## src/hdl/cbpa_pkg.sv

```systemverilog
// shared sizes, codes, state encoding and helpers for the chunked bitmap page allocator
// no dependencies
package cbpa_pkg;

  localparam int NUM_CHUNKS  = 4;
  localparam int MAP_WORDS   = 8;
  localparam int WORD_BITS   = 64;

  localparam int CHUNK_W     = $clog2(NUM_CHUNKS);
  localparam int CHUNK_CNT_W = $clog2(NUM_CHUNKS + 1);
  localparam int WIDX_W      = $clog2(MAP_WORDS);
  localparam int BIDX_W      = $clog2(WORD_BITS);
  localparam int OFF_W       = WIDX_W + BIDX_W;
  localparam int ADDR_W      = CHUNK_W + WIDX_W;
  localparam int MAP_DEPTH   = NUM_CHUNKS * MAP_WORDS;
  localparam int CAPACITY    = MAP_WORDS * WORD_BITS;

  localparam int FRAME_W     = 36;
  localparam int BASE_W      = FRAME_W + 1;
  localparam int PPC_W       = 10;
  localparam int CCNT_W      = 10;
  localparam int TOT_W       = 12;
  localparam int FUNC_W      = 2;
  localparam int COUNT_W     = 5;
  localparam int CFG_IDX_W   = 2;

  localparam int MAX_GRANT   = 16;
  localparam int GIDX_W      = $clog2(MAX_GRANT);
  localparam int CCNT_MAX    = 1023;
  localparam int TOT_MAX     = 4095;

  typedef enum logic [FUNC_W-1:0] {
    FN_INIT  = 2'd0,
    FN_ALLOC = 2'd1,
    FN_FREE  = 2'd2,
    FN_QUERY = 2'd3
  } func_t;

  typedef enum logic [1:0] {
    STS_OK      = 2'd0,
    STS_NOSPACE = 2'd1,
    STS_OUTSIDE = 2'd2
  } status_t;

  typedef enum logic [CFG_IDX_W-1:0] {
    CFG_CHUNKS = 2'd0,
    CFG_PAGES  = 2'd1,
    CFG_START  = 2'd2
  } cfg_reg_t;

  typedef enum logic [3:0] {
    S_IDLE,
    S_INIT,
    S_ACHK,
    S_CHUNK,
    S_LOAD,
    S_SCAN,
    S_FINISH,
    S_EMIT,
    S_FIND,
    S_FLOAD
  } state_t;

  typedef struct packed {
    logic                 clear;
    logic                 rd_en;
    logic [ADDR_W-1:0]    rd_addr;
    logic                 wr_en;
    logic [ADDR_W-1:0]    wr_addr;
    logic [WORD_BITS-1:0] wr_data;
  } map_req_t;

  function automatic logic [BIDX_W-1:0] lowest_bit(input logic [WORD_BITS-1:0] v);
    logic [BIDX_W-1:0] idx;
    idx = '0;
    for (int i = WORD_BITS - 1; i >= 0; i--) begin
      if (v[i]) begin
        idx = BIDX_W'(i);
      end
    end
    return idx;
  endfunction

  // bits of word w whose page offset lies below ppc
  function automatic logic [WORD_BITS-1:0] range_mask(input logic [WIDX_W-1:0] w,
                                                      input logic [PPC_W-1:0]  ppc);
    logic [PPC_W:0]       first;
    logic [PPC_W:0]       lim;
    logic [WORD_BITS-1:0] m;
    first = (PPC_W + 1)'(w) << BIDX_W;
    lim   = '0;
    if ({1'b0, ppc} <= first) begin
      m = '0;
    end else begin
      lim = {1'b0, ppc} - first;
      if (lim >= (PPC_W + 1)'(WORD_BITS)) begin
        m = '1;
      end else begin
        m = ~({WORD_BITS{1'b1}} << lim[BIDX_W-1:0]);
      end
    end
    return m;
  endfunction

endpackage

```

## src/hdl/chunked_bitmap_page_allocator_unit.sv

```systemverilog
// chunked bitmap page allocator: init, query and free each give a single result word
// allocate: checks the free total, then walks the chunks, loading and scanning each map word
// and granting pages one at a time, then emits one word per grant, one word per cycle; a refusal
// before the scan or an empty scan gives a single NOSPACE word
// busy drops as the final word shows; the next item may be accepted as it shows
// reset (synchronous, rst_n low): config to 4 chunks, 512 pages, start 0; map all free
module chunked_bitmap_page_allocator_unit
  import cbpa_pkg::*;
(
  input  logic                 clk,
  input  logic                 rst_n,
  input  logic                 start,
  output logic                 busy,
  input  logic [FUNC_W-1:0]    in_func,
  input  logic [COUNT_W-1:0]   in_page_count,
  input  logic [FRAME_W-1:0]   in_frame,
  output logic                 out_valid,
  output logic [1:0]           out_status,
  output logic [FRAME_W-1:0]   out_granted_frame,
  output logic                 out_is_member,
  output logic                 out_last,
  output logic [TOT_W-1:0]     out_free_total,
  output logic [TOT_W-1:0]     out_used_total,
  output logic [TOT_W-1:0]     out_peak_used,
  input  logic                 cfg_valid,
  output logic                 cfg_ready,
  input  logic [CFG_IDX_W-1:0] cfg_index,
  input  logic [FRAME_W-1:0]   cfg_data
);

  state_t                 state_r, state_nxt;
  func_t                  func_r, func_nxt;
  logic [COUNT_W-1:0]     want_r, want_nxt;
  logic [FRAME_W-1:0]     frame_r, frame_nxt;
  logic [CHUNK_CNT_W-1:0] c_r, c_nxt;
  logic [WIDX_W-1:0]      w_r, w_nxt;
  logic [BASE_W-1:0]      base_r, base_nxt;
  logic [COUNT_W-1:0]     n_r, n_nxt;
  logic [GIDX_W-1:0]      k_r, k_nxt;
  logic [WORD_BITS-1:0]   word_r, word_nxt;
  logic                   dirty_r, dirty_nxt;
  logic [OFF_W-1:0]       off_r, off_nxt;
  logic [CCNT_W-1:0]      cnt_r [NUM_CHUNKS];
  logic [CCNT_W-1:0]      cnt_nxt [NUM_CHUNKS];
  logic [TOT_W-1:0]       tf_r, tf_nxt;
  logic [TOT_W-1:0]       tu_r, tu_nxt;
  logic [TOT_W-1:0]       pk_r, pk_nxt;
  logic [FRAME_W-1:0]     grant_r [MAX_GRANT];

  logic [2:0]             chunks_r;
  logic [PPC_W-1:0]       ppc_r;
  logic [FRAME_W-1:0]     start_frame_r;

  logic                   out_valid_r;
  status_t                out_status_r;
  logic [FRAME_W-1:0]     out_granted_r;
  logic                   out_member_r;
  logic                   out_last_r;
  logic [TOT_W-1:0]       out_free_r;
  logic [TOT_W-1:0]       out_used_r;
  logic [TOT_W-1:0]       out_peak_r;

  logic                   emit;
  status_t                emit_status;
  logic [FRAME_W-1:0]     emit_granted;
  logic                   emit_member;
  logic                   emit_last;
  logic                   grant_we;

  map_req_t               map_req;
  logic [WORD_BITS-1:0]   map_rdata;

  logic [CHUNK_CNT_W-1:0]         nch_eff;
  logic [PPC_W-1:0]               ppc_eff;
  logic [CHUNK_CNT_W+PPC_W-1:0]   init_total;
  logic [CHUNK_W-1:0]             c_idx;
  logic [WORD_BITS-1:0]           avail;
  logic [BIDX_W-1:0]              bit_sel;
  logic [FRAME_W-1:0]             grant_val;
  logic [PPC_W:0]                 next_word_off;
  logic [BASE_W:0]                diff;
  logic                           hit;
  logic [TOT_W:0]                 used_sum;
  logic [COUNT_W-1:0]             k_next_cnt;

  cbpa_map u_map (
    .clk   (clk),
    .rst_n (rst_n),
    .req   (map_req),
    .rdata (map_rdata)
  );

  assign nch_eff    = (chunks_r > CHUNK_CNT_W'(NUM_CHUNKS)) ? CHUNK_CNT_W'(NUM_CHUNKS)
                                                            : CHUNK_CNT_W'(chunks_r);
  assign ppc_eff    = (ppc_r > PPC_W'(CAPACITY)) ? PPC_W'(CAPACITY) : ppc_r;
  assign init_total = {{PPC_W{1'b0}}, nch_eff} * {{CHUNK_CNT_W{1'b0}}, ppc_eff};
  assign c_idx      = c_r[CHUNK_W-1:0];
  assign avail      = word_r & range_mask(w_r, ppc_eff);
  assign bit_sel    = lowest_bit(avail);
  assign grant_val  = FRAME_W'(base_r + BASE_W'({w_r, bit_sel}));
  assign next_word_off = ((PPC_W + 1)'(w_r) + (PPC_W + 1)'(1)) << BIDX_W;
  assign diff       = {2'b00, frame_r} - {1'b0, base_r};
  assign hit        = !diff[BASE_W] && (diff[BASE_W-1:0] < BASE_W'(ppc_eff));
  assign used_sum   = {1'b0, tu_r} + (TOT_W + 1)'(n_r);
  assign k_next_cnt = COUNT_W'(k_r) + COUNT_W'(1);

  assign busy      = (state_r != S_IDLE);
  assign cfg_ready = 1'b1;

  always_comb begin
    state_nxt = state_r;
    func_nxt  = func_r;
    want_nxt  = want_r;
    frame_nxt = frame_r;
    c_nxt     = c_r;
    w_nxt     = w_r;
    base_nxt  = base_r;
    n_nxt     = n_r;
    k_nxt     = k_r;
    word_nxt  = word_r;
    dirty_nxt = dirty_r;
    off_nxt   = off_r;
    cnt_nxt   = cnt_r;
    tf_nxt    = tf_r;
    tu_nxt    = tu_r;
    pk_nxt    = pk_r;
    map_req   = '0;
    grant_we  = 1'b0;
    emit         = 1'b0;
    emit_status  = STS_OK;
    emit_granted = '0;
    emit_member  = 1'b0;
    emit_last    = 1'b1;

    unique case (state_r)
      S_IDLE: begin
        if (start) begin
          func_nxt  = func_t'(in_func);
          want_nxt  = (in_page_count > COUNT_W'(MAX_GRANT)) ? COUNT_W'(MAX_GRANT)
                                                            : in_page_count;
          frame_nxt = in_frame;
          c_nxt     = '0;
          base_nxt  = {1'b0, start_frame_r};
          n_nxt     = '0;
          k_nxt     = '0;
          unique case (func_t'(in_func))
            FN_INIT:           state_nxt = S_INIT;
            FN_ALLOC:          state_nxt = S_ACHK;
            FN_FREE, FN_QUERY: state_nxt = S_FIND;
            default:           state_nxt = S_IDLE;
          endcase
        end
      end

      S_INIT: begin
        map_req.clear = 1'b1;
        for (int i = 0; i < NUM_CHUNKS; i++) begin
          cnt_nxt[i] = (CHUNK_CNT_W'(i) < nch_eff) ? CCNT_W'(ppc_eff) : '0;
        end
        tf_nxt    = TOT_W'(init_total);
        tu_nxt    = '0;
        pk_nxt    = '0;
        emit      = 1'b1;
        state_nxt = S_IDLE;
      end

      S_ACHK: begin
        if (TOT_W'(want_r) > tf_r) begin
          emit        = 1'b1;
          emit_status = STS_NOSPACE;
          state_nxt   = S_IDLE;
        end else if (want_r == '0) begin
          emit      = 1'b1;
          state_nxt = S_IDLE;
        end else begin
          state_nxt = S_CHUNK;
        end
      end

      S_CHUNK: begin
        if ((c_r < nch_eff) && (n_r < want_r)) begin
          if ((cnt_r[c_idx] != '0) && (ppc_eff != '0)) begin
            w_nxt           = '0;
            map_req.rd_en   = 1'b1;
            map_req.rd_addr = {c_idx, {WIDX_W{1'b0}}};
            state_nxt       = S_LOAD;
          end else begin
            c_nxt    = c_r + CHUNK_CNT_W'(1);
            base_nxt = base_r + BASE_W'(ppc_eff);
          end
        end else begin
          state_nxt = S_FINISH;
        end
      end

      S_LOAD: begin
        word_nxt  = map_rdata;
        dirty_nxt = 1'b0;
        state_nxt = S_SCAN;
      end

      S_SCAN: begin
        if ((n_r < want_r) && (cnt_r[c_idx] != '0) && (avail != '0)) begin
          grant_we       = 1'b1;
          word_nxt       = word_r & ~({{(WORD_BITS-1){1'b0}}, 1'b1} << bit_sel);
          dirty_nxt      = 1'b1;
          n_nxt          = n_r + COUNT_W'(1);
          cnt_nxt[c_idx] = cnt_r[c_idx] - CCNT_W'(1);
        end else begin
          if (dirty_r) begin
            map_req.wr_en   = 1'b1;
            map_req.wr_addr = {c_idx, w_r};
            map_req.wr_data = word_r;
          end
          if ((n_r < want_r) && (cnt_r[c_idx] != '0) && (next_word_off < {1'b0, ppc_eff})) begin
            w_nxt           = w_r + WIDX_W'(1);
            map_req.rd_en   = 1'b1;
            map_req.rd_addr = {c_idx, w_r + WIDX_W'(1)};
            state_nxt       = S_LOAD;
          end else begin
            c_nxt     = c_r + CHUNK_CNT_W'(1);
            base_nxt  = base_r + BASE_W'(ppc_eff);
            state_nxt = S_CHUNK;
          end
        end
      end

      S_FINISH: begin
        if (n_r == '0) begin
          emit        = 1'b1;
          emit_status = STS_NOSPACE;
          state_nxt   = S_IDLE;
        end else begin
          tf_nxt = (tf_r > TOT_W'(n_r)) ? tf_r - TOT_W'(n_r) : '0;
          tu_nxt = (used_sum > (TOT_W + 1)'(TOT_MAX)) ? TOT_W'(TOT_MAX)
                                                     : used_sum[TOT_W-1:0];
          pk_nxt = (tu_nxt > pk_r) ? tu_nxt : pk_r;
          k_nxt     = '0;
          state_nxt = S_EMIT;
        end
      end

      S_EMIT: begin
        emit         = 1'b1;
        emit_granted = grant_r[k_r];
        emit_last    = (k_next_cnt == n_r);
        k_nxt        = k_r + GIDX_W'(1);
        if (k_next_cnt == n_r) begin
          state_nxt = S_IDLE;
        end
      end

      S_FIND: begin
        if (c_r < nch_eff) begin
          if (hit) begin
            if (func_r == FN_QUERY) begin
              emit        = 1'b1;
              emit_member = 1'b1;
              state_nxt   = S_IDLE;
            end else begin
              off_nxt         = diff[OFF_W-1:0];
              map_req.rd_en   = 1'b1;
              map_req.rd_addr = {c_idx, diff[OFF_W-1:BIDX_W]};
              state_nxt       = S_FLOAD;
            end
          end else begin
            c_nxt    = c_r + CHUNK_CNT_W'(1);
            base_nxt = base_r + BASE_W'(ppc_eff);
          end
        end else begin
          emit        = 1'b1;
          emit_status = (func_r == FN_QUERY) ? STS_OK : STS_OUTSIDE;
          state_nxt   = S_IDLE;
        end
      end

      S_FLOAD: begin
        map_req.wr_en   = 1'b1;
        map_req.wr_addr = {c_idx, off_r[OFF_W-1:BIDX_W]};
        map_req.wr_data = map_rdata | ({{(WORD_BITS-1){1'b0}}, 1'b1} << off_r[BIDX_W-1:0]);
        if (cnt_r[c_idx] < CCNT_W'(CCNT_MAX)) begin
          cnt_nxt[c_idx] = cnt_r[c_idx] + CCNT_W'(1);
        end
        if (tf_r < TOT_W'(TOT_MAX)) begin
          tf_nxt = tf_r + TOT_W'(1);
        end
        if (tu_r != '0) begin
          tu_nxt = tu_r - TOT_W'(1);
        end
        emit        = 1'b1;
        emit_member = 1'b1;
        state_nxt   = S_IDLE;
      end

      default: begin
        state_nxt = S_IDLE;
      end
    endcase
  end

  always_ff @(posedge clk) begin
    if (!rst_n) begin
      state_r     <= S_IDLE;
      out_valid_r <= 1'b0;
      for (int i = 0; i < NUM_CHUNKS; i++) begin
        cnt_r[i] <= '0;
      end
      tf_r <= '0;
      tu_r <= '0;
      pk_r <= '0;
    end else begin
      state_r     <= state_nxt;
      out_valid_r <= emit;
      cnt_r       <= cnt_nxt;
      tf_r        <= tf_nxt;
      tu_r        <= tu_nxt;
      pk_r        <= pk_nxt;
    end
  end

  always_ff @(posedge clk) begin
    func_r  <= func_nxt;
    want_r  <= want_nxt;
    frame_r <= frame_nxt;
    c_r     <= c_nxt;
    w_r     <= w_nxt;
    base_r  <= base_nxt;
    n_r     <= n_nxt;
    k_r     <= k_nxt;
    word_r  <= word_nxt;
    dirty_r <= dirty_nxt;
    off_r   <= off_nxt;
    if (grant_we) begin
      grant_r[n_r[GIDX_W-1:0]] <= grant_val;
    end
    out_status_r  <= emit_status;
    out_granted_r <= emit_granted;
    out_member_r  <= emit_member;
    out_last_r    <= emit_last;
    out_free_r    <= tf_nxt;
    out_used_r    <= tu_nxt;
    out_peak_r    <= pk_nxt;
  end

  always_ff @(posedge clk) begin
    if (!rst_n) begin
      chunks_r      <= 3'd4;
      ppc_r         <= PPC_W'(CAPACITY);
      start_frame_r <= '0;
    end else if (cfg_valid && cfg_ready) begin
      case (cfg_reg_t'(cfg_index))
        CFG_CHUNKS: chunks_r      <= cfg_data[2:0];
        CFG_PAGES:  ppc_r         <= cfg_data[PPC_W-1:0];
        CFG_START:  start_frame_r <= cfg_data;
        default: begin
        end
      endcase
    end
  end

  assign out_valid         = out_valid_r;
  assign out_status        = out_status_r;
  assign out_granted_frame = out_granted_r;
  assign out_is_member     = out_member_r;
  assign out_last          = out_last_r;
  assign out_free_total    = out_free_r;
  assign out_used_total    = out_used_r;
  assign out_peak_used     = out_peak_r;

endmodule

```

## src/hdl/cbpa_map.sv

```systemverilog
// free bitmap store: one word per chunk and map word, registered read
// words never written since reset or clear read as all free; uses cbpa_pkg
module cbpa_map
  import cbpa_pkg::*;
(
  input  logic                 clk,
  input  logic                 rst_n,
  input  map_req_t             req,
  output logic [WORD_BITS-1:0] rdata
);

  logic [WORD_BITS-1:0] mem [MAP_DEPTH];
  logic [MAP_DEPTH-1:0] valid_r;
  logic [WORD_BITS-1:0] rdata_r;
  logic                 rvalid_r;

  always_ff @(posedge clk) begin
    if (req.wr_en) begin
      mem[req.wr_addr] <= req.wr_data;
    end
    if (req.rd_en) begin
      rdata_r <= mem[req.rd_addr];
    end
  end

  always_ff @(posedge clk) begin
    if (!rst_n) begin
      valid_r  <= '0;
      rvalid_r <= 1'b0;
    end else begin
      if (req.clear) begin
        valid_r <= '0;
      end else if (req.wr_en) begin
        valid_r[req.wr_addr] <= 1'b1;
      end
      if (req.rd_en) begin
        rvalid_r <= valid_r[req.rd_addr];
      end
    end
  end

  assign rdata = rvalid_r ? rdata_r : '1;

endmodule

```

## config.mk

```make
export PLATFORM = sky130hd
export DESIGN_NAME = chunked_bitmap_page_allocator_unit
export DESIGN_NICKNAME = d
export VERILOG_FILES = /design/src/hdl/cbpa_pkg.sv /design/src/hdl/chunked_bitmap_page_allocator_unit.sv /design/src/hdl/cbpa_map.sv
export SDC_FILE = /design/constraint.sdc
export NUM_CORES = 2
export LEC_CHECK = 0
export BUFFER_PORTS_ARGS = -buffer_cell sky130_fd_sc_hd__buf_4
export CAP_MARGIN = 25
export CORE_ASPECT_RATIO = 1.4
export CORE_MARGIN = 10
export CORE_UTILIZATION = 65
export CTS_BUF_LIST = sky130_fd_sc_hd__clkbuf_2 sky130_fd_sc_hd__clkbuf_4 sky130_fd_sc_hd__clkbuf_8
export DETAILED_ROUTE_END_ITERATION = 10
export GPL_TIMING_DRIVEN = 1
export PLACE_DENSITY = 0.82
export SETUP_SLACK_MARGIN = 0.3
export SLEW_MARGIN = 20
export SYNTH_ARGS = -nofsm -noshare
export SYNTH_HDL_FRONTEND = slang
export SYNTH_SLANG_ARGS = --single-unit
```

## constraint.sdc

```tcl
create_clock -name clk -period 11.7 [get_ports clk]
set_input_delay 1.755 -clock clk [delete_from_list [all_inputs] [get_ports clk]]
set_output_delay 1.755 -clock clk [all_outputs]
set_load 0.02 [all_outputs]
```

==> flow_metrics.env <==
export IMPL_status="complete, but fails checks"
export IMPL_violations="design-rule violations"
export IMPL_max_freq_ghz=0.106
export IMPL_cts_resized=0
export IMPL_io_pins=164
export IMPL_synth_seq_cells=3096
export IMPL_period_minus_slack_ps=9410
export IMPL_grt_pass1_vias=89226
export IMPL_hold_end="cnt_r[0]"
export IMPL_grt_overflow_total=0
export IMPL_maxSlewViolCount=0
export IMPL_hpwlAfterDp_mm=245
export IMPL_drive_above_1_share=0.145
export IMPL_ys_warn_count=0
export IMPL_netlist_area_um2=132000
export IMPL_portBuffers=162
export IMPL_min_from="cnt_r[0]"
export IMPL_p_seq_frac=0.514
export IMPL_ff_latch_area_um2=90600
export IMPL_synth_xor_area_frac=0.00796
export IMPL_synthFlopType="edfxtp_1"
export IMPL_holdPathStages=2
export IMPL_p_clk_frac=0.331
export IMPL_synth_seq_area_share=0.686
export IMPL_drt_pass1_iter_count=11
export IMPL_p_leak_nw=49.9
export IMPL_synth_compound_area_frac=0.0863
export IMPL_worstSetupPathType="flip-flop to flip-flop"
export IMPL_critPathMaxStageDelay_ps=810
export IMPL_rsz0062_at_grt="false"
export IMPL_ff2ff_path_depth=31
export IMPL_grt_pass1_wl_mm=582
export IMPL_path_max_fanout=26
export IMPL_power_switching_share=0.274
export IMPL_synth_top_family_by_area="simple AND/OR/NAND/NOR gates"
export IMPL_fill_cells=12334
export IMPL_drc=2
export IMPL_finalCritPeriodShare=0.804
export IMPL_yosys_area_share_adder=0.0146
export IMPL_setup_tns_final_ps=0
export IMPL_postSynthAreaPerCell_um2=13.3
export IMPL_htreeDepth=5
export IMPL_die_h_um=553
export IMPL_maxCapViolCount=0
export IMPL_synth_nets=10153
export IMPL_p_sw_mw=6.94
export IMPL_cts_buffers=433
export IMPL_die_w_um=401
export IMPL_coreArea_um2=202000
export IMPL_r2r_slack_ps=2290
export IMPL_final_cell_area_um2=146000
export IMPL_clk_pin_slew_ps=70
export IMPL_cts_hold_buffers=0
export IMPL_ctsRootBufferMaster="clkbuf_8"
export IMPL_area_delta_synth_final_pct=10.6
export IMPL_vias=90948
export IMPL_critPathSlowestCell="xnor2_1"
export IMPL_end_kind="flip-flop"
export IMPL_post_cts_buffers=0
export IMPL_mostFrequentLayoutCells="edfxtp_1, nand2_1, nand3_1, clkbuf_8, a21oi_1"
export IMPL_multiInputGateArea_um2=39200
export IMPL_rr_startpoint="ppc_r[9]"
export IMPL_start_util=0.654
export IMPL_drt_wirelength_per_cell_um=30.5
export IMPL_layout_nets=10395
export IMPL_fin_util=0.724
export IMPL_antenna_left=0
export IMPL_slew_headroom=0.219
export IMPL_cp_arrival_ps=10120
export IMPL_clk_latency_ps=1110
export IMPL_cp_common_cell="inv_1"
export IMPL_synthMuxAreaShare=0.0546
export IMPL_worstSetupStartpoint="ppc_r[9]"
export IMPL_yosys_area_share_simple=0.125
export IMPL_die_area_um2=222000
export IMPL_p_int_mw=18.4
export IMPL_netlist_instances=9924
export IMPL_drt_iter0_markers=13205
export IMPL_finalSetupViolCount=0
export IMPL_gp_routability_congestion=1.00
export IMPL_rows=195
export IMPL_final_common_cell="edfxtp_1"
export IMPL_synth_edf_count=2857
export IMPL_dpl_cell_area_um2=137000
export IMPL_grt_max_degree=181
export IMPL_critPathRequiredTime_ps=12410
export IMPL_track_usage=0.352
export IMPL_skew_ps=111
export IMPL_antenna_found_initial=18
export IMPL_cts_sink_count=3096
export IMPL_async_flop_share=0
export IMPL_p_comb_frac=0.155
export IMPL_hold_class="flip-flop to flip-flop"
export IMPL_routed_wl_mm=402
export IMPL_hold_viol=0
export IMPL_irDropWorstVdd_uv=116
export IMPL_power_density_nw_per_um2=174
export IMPL_vias_per_cell=6.90
export IMPL_tritoncts="built"
export IMPL_synth_distinct_cells=114
export IMPL_worst_pin_slew_ps=1170
export IMPL_cp_start_kind="flip-flop"
export IMPL_cts_buffer_depth=4
export IMPL_r2r_end="grant_r[13][30]"
## registers in the layout, summed over array words and instances (netlist names), 37 cells and up
name	count
word_r	64
u_map.rdata_r	64
cnt_r	40
base_r	37
grant_r	576
u_map.mem	2048
## metrics by stage
step,hold slack (ps),worst slack [ps],total power [mW],std cells
2_1_floorplan,418,2780,15.7,9924
3_3_place_gp,426,2700,16.9,12357
4_1_cts,466,2190,25.2,13154
5_1_grt,475,1690,26.1,13174
3_5_place_dp,453,2430,17.0,12375
6_report,468,2290,25.4,13181
## power groups by stage
stage	registers, mW	clock network (mW)	logic, mW
floorplan	13.2	0	2.47
global placement	13.3	0	3.62
detailed placement	13.3	0	3.76
CTS	13.0	8.40	3.79
global route	13.1	8.87	4.18
finish	13.0	8.39	3.93
## final cells by class
cell class              instances  share of cell area
clock inverters               187             0.00871
inverters                     187             0.00481
flip-flops and latches       3096               0.620
clock buffers                 592              0.0496
repair buffers                405              0.0253
diodes                         12            0.000206
well taps                    2659              0.0228
multi-input cells            6043               0.268
## kinds of logic (layout without fill, tap and decap cells)
group / Yosys count / after routing
flip-flops: 3096 / 3096
other: 1 / 13
buffers and inverters: 785 / 1371
multiplexers: 480 / 480
adder cells (fa/ha/maj): 145 / 145
AND/OR/NAND/NOR: 3609 / 3609
XOR/XNOR: 120 / 120
AO/OA/AOI/OAI: 1688 / 1688
## routing by layer
metal  wire, µm  global-route usage
met1     127000               0.405
met2     194000               0.582
met3      47100              0.0795
met4      33900               0.251
met5        154                   0
## worst max-delay path by stage
| stage | endpoint | depth (start not counted) |
|---|---|---|
| final | grant_r[13][30] | 31 |
| after global routing | grant_r[13][30] | 30 |
| after CTS | grant_r[15][24] | 31 |
| after detailed placement | grant_r[1][24] | 31 |
| after global placement | grant_r[0][24] | 31 |
| after floorplan | dirty_r | 16 |
## critical path, delay by kind of cell (launching register included)
family | cells | cell delay [ps]
buffers and inverters | 6 | 1010
AO/OA/AOI/OAI | 12 | 2900
flip-flops | 1 | 300
AND/OR/NAND/NOR | 8 | 2680
adder cells (fa/ha/maj) | 4 | 1330
XOR/XNOR | 1 | 810
## cells in the mapped netlist (all sizes together) (63+ instances only)
cell / count / area share
a221oi: 80 / 0.0053
a31oi: 63 / 0.0030
o21ai: 373 / 0.014
a21oi: 430 / 0.016
and2: 67 / 0.0032
nand2b: 79 / 0.0037
mux4: 190 / 0.032
nand3: 631 / 0.024
inv: 185 / 0.0053
mux2i: 270 / 0.020
ha: 129 / 0.012
buf: 254 / 0.010
nor2b: 113 / 0.0054
and3: 136 / 0.0064
nor3: 117 / 0.0046
clkbuf: 344 / 0.0098
xnor2: 100 / 0.0066
or4: 71 / 0.0041
nor2: 366 / 0.011
nand2: 1830 / 0.052
edfxtp: 2857 / 0.65
dfxtp: 239 / 0.036
Note: power is estimated with default switching activity, not from simulation.
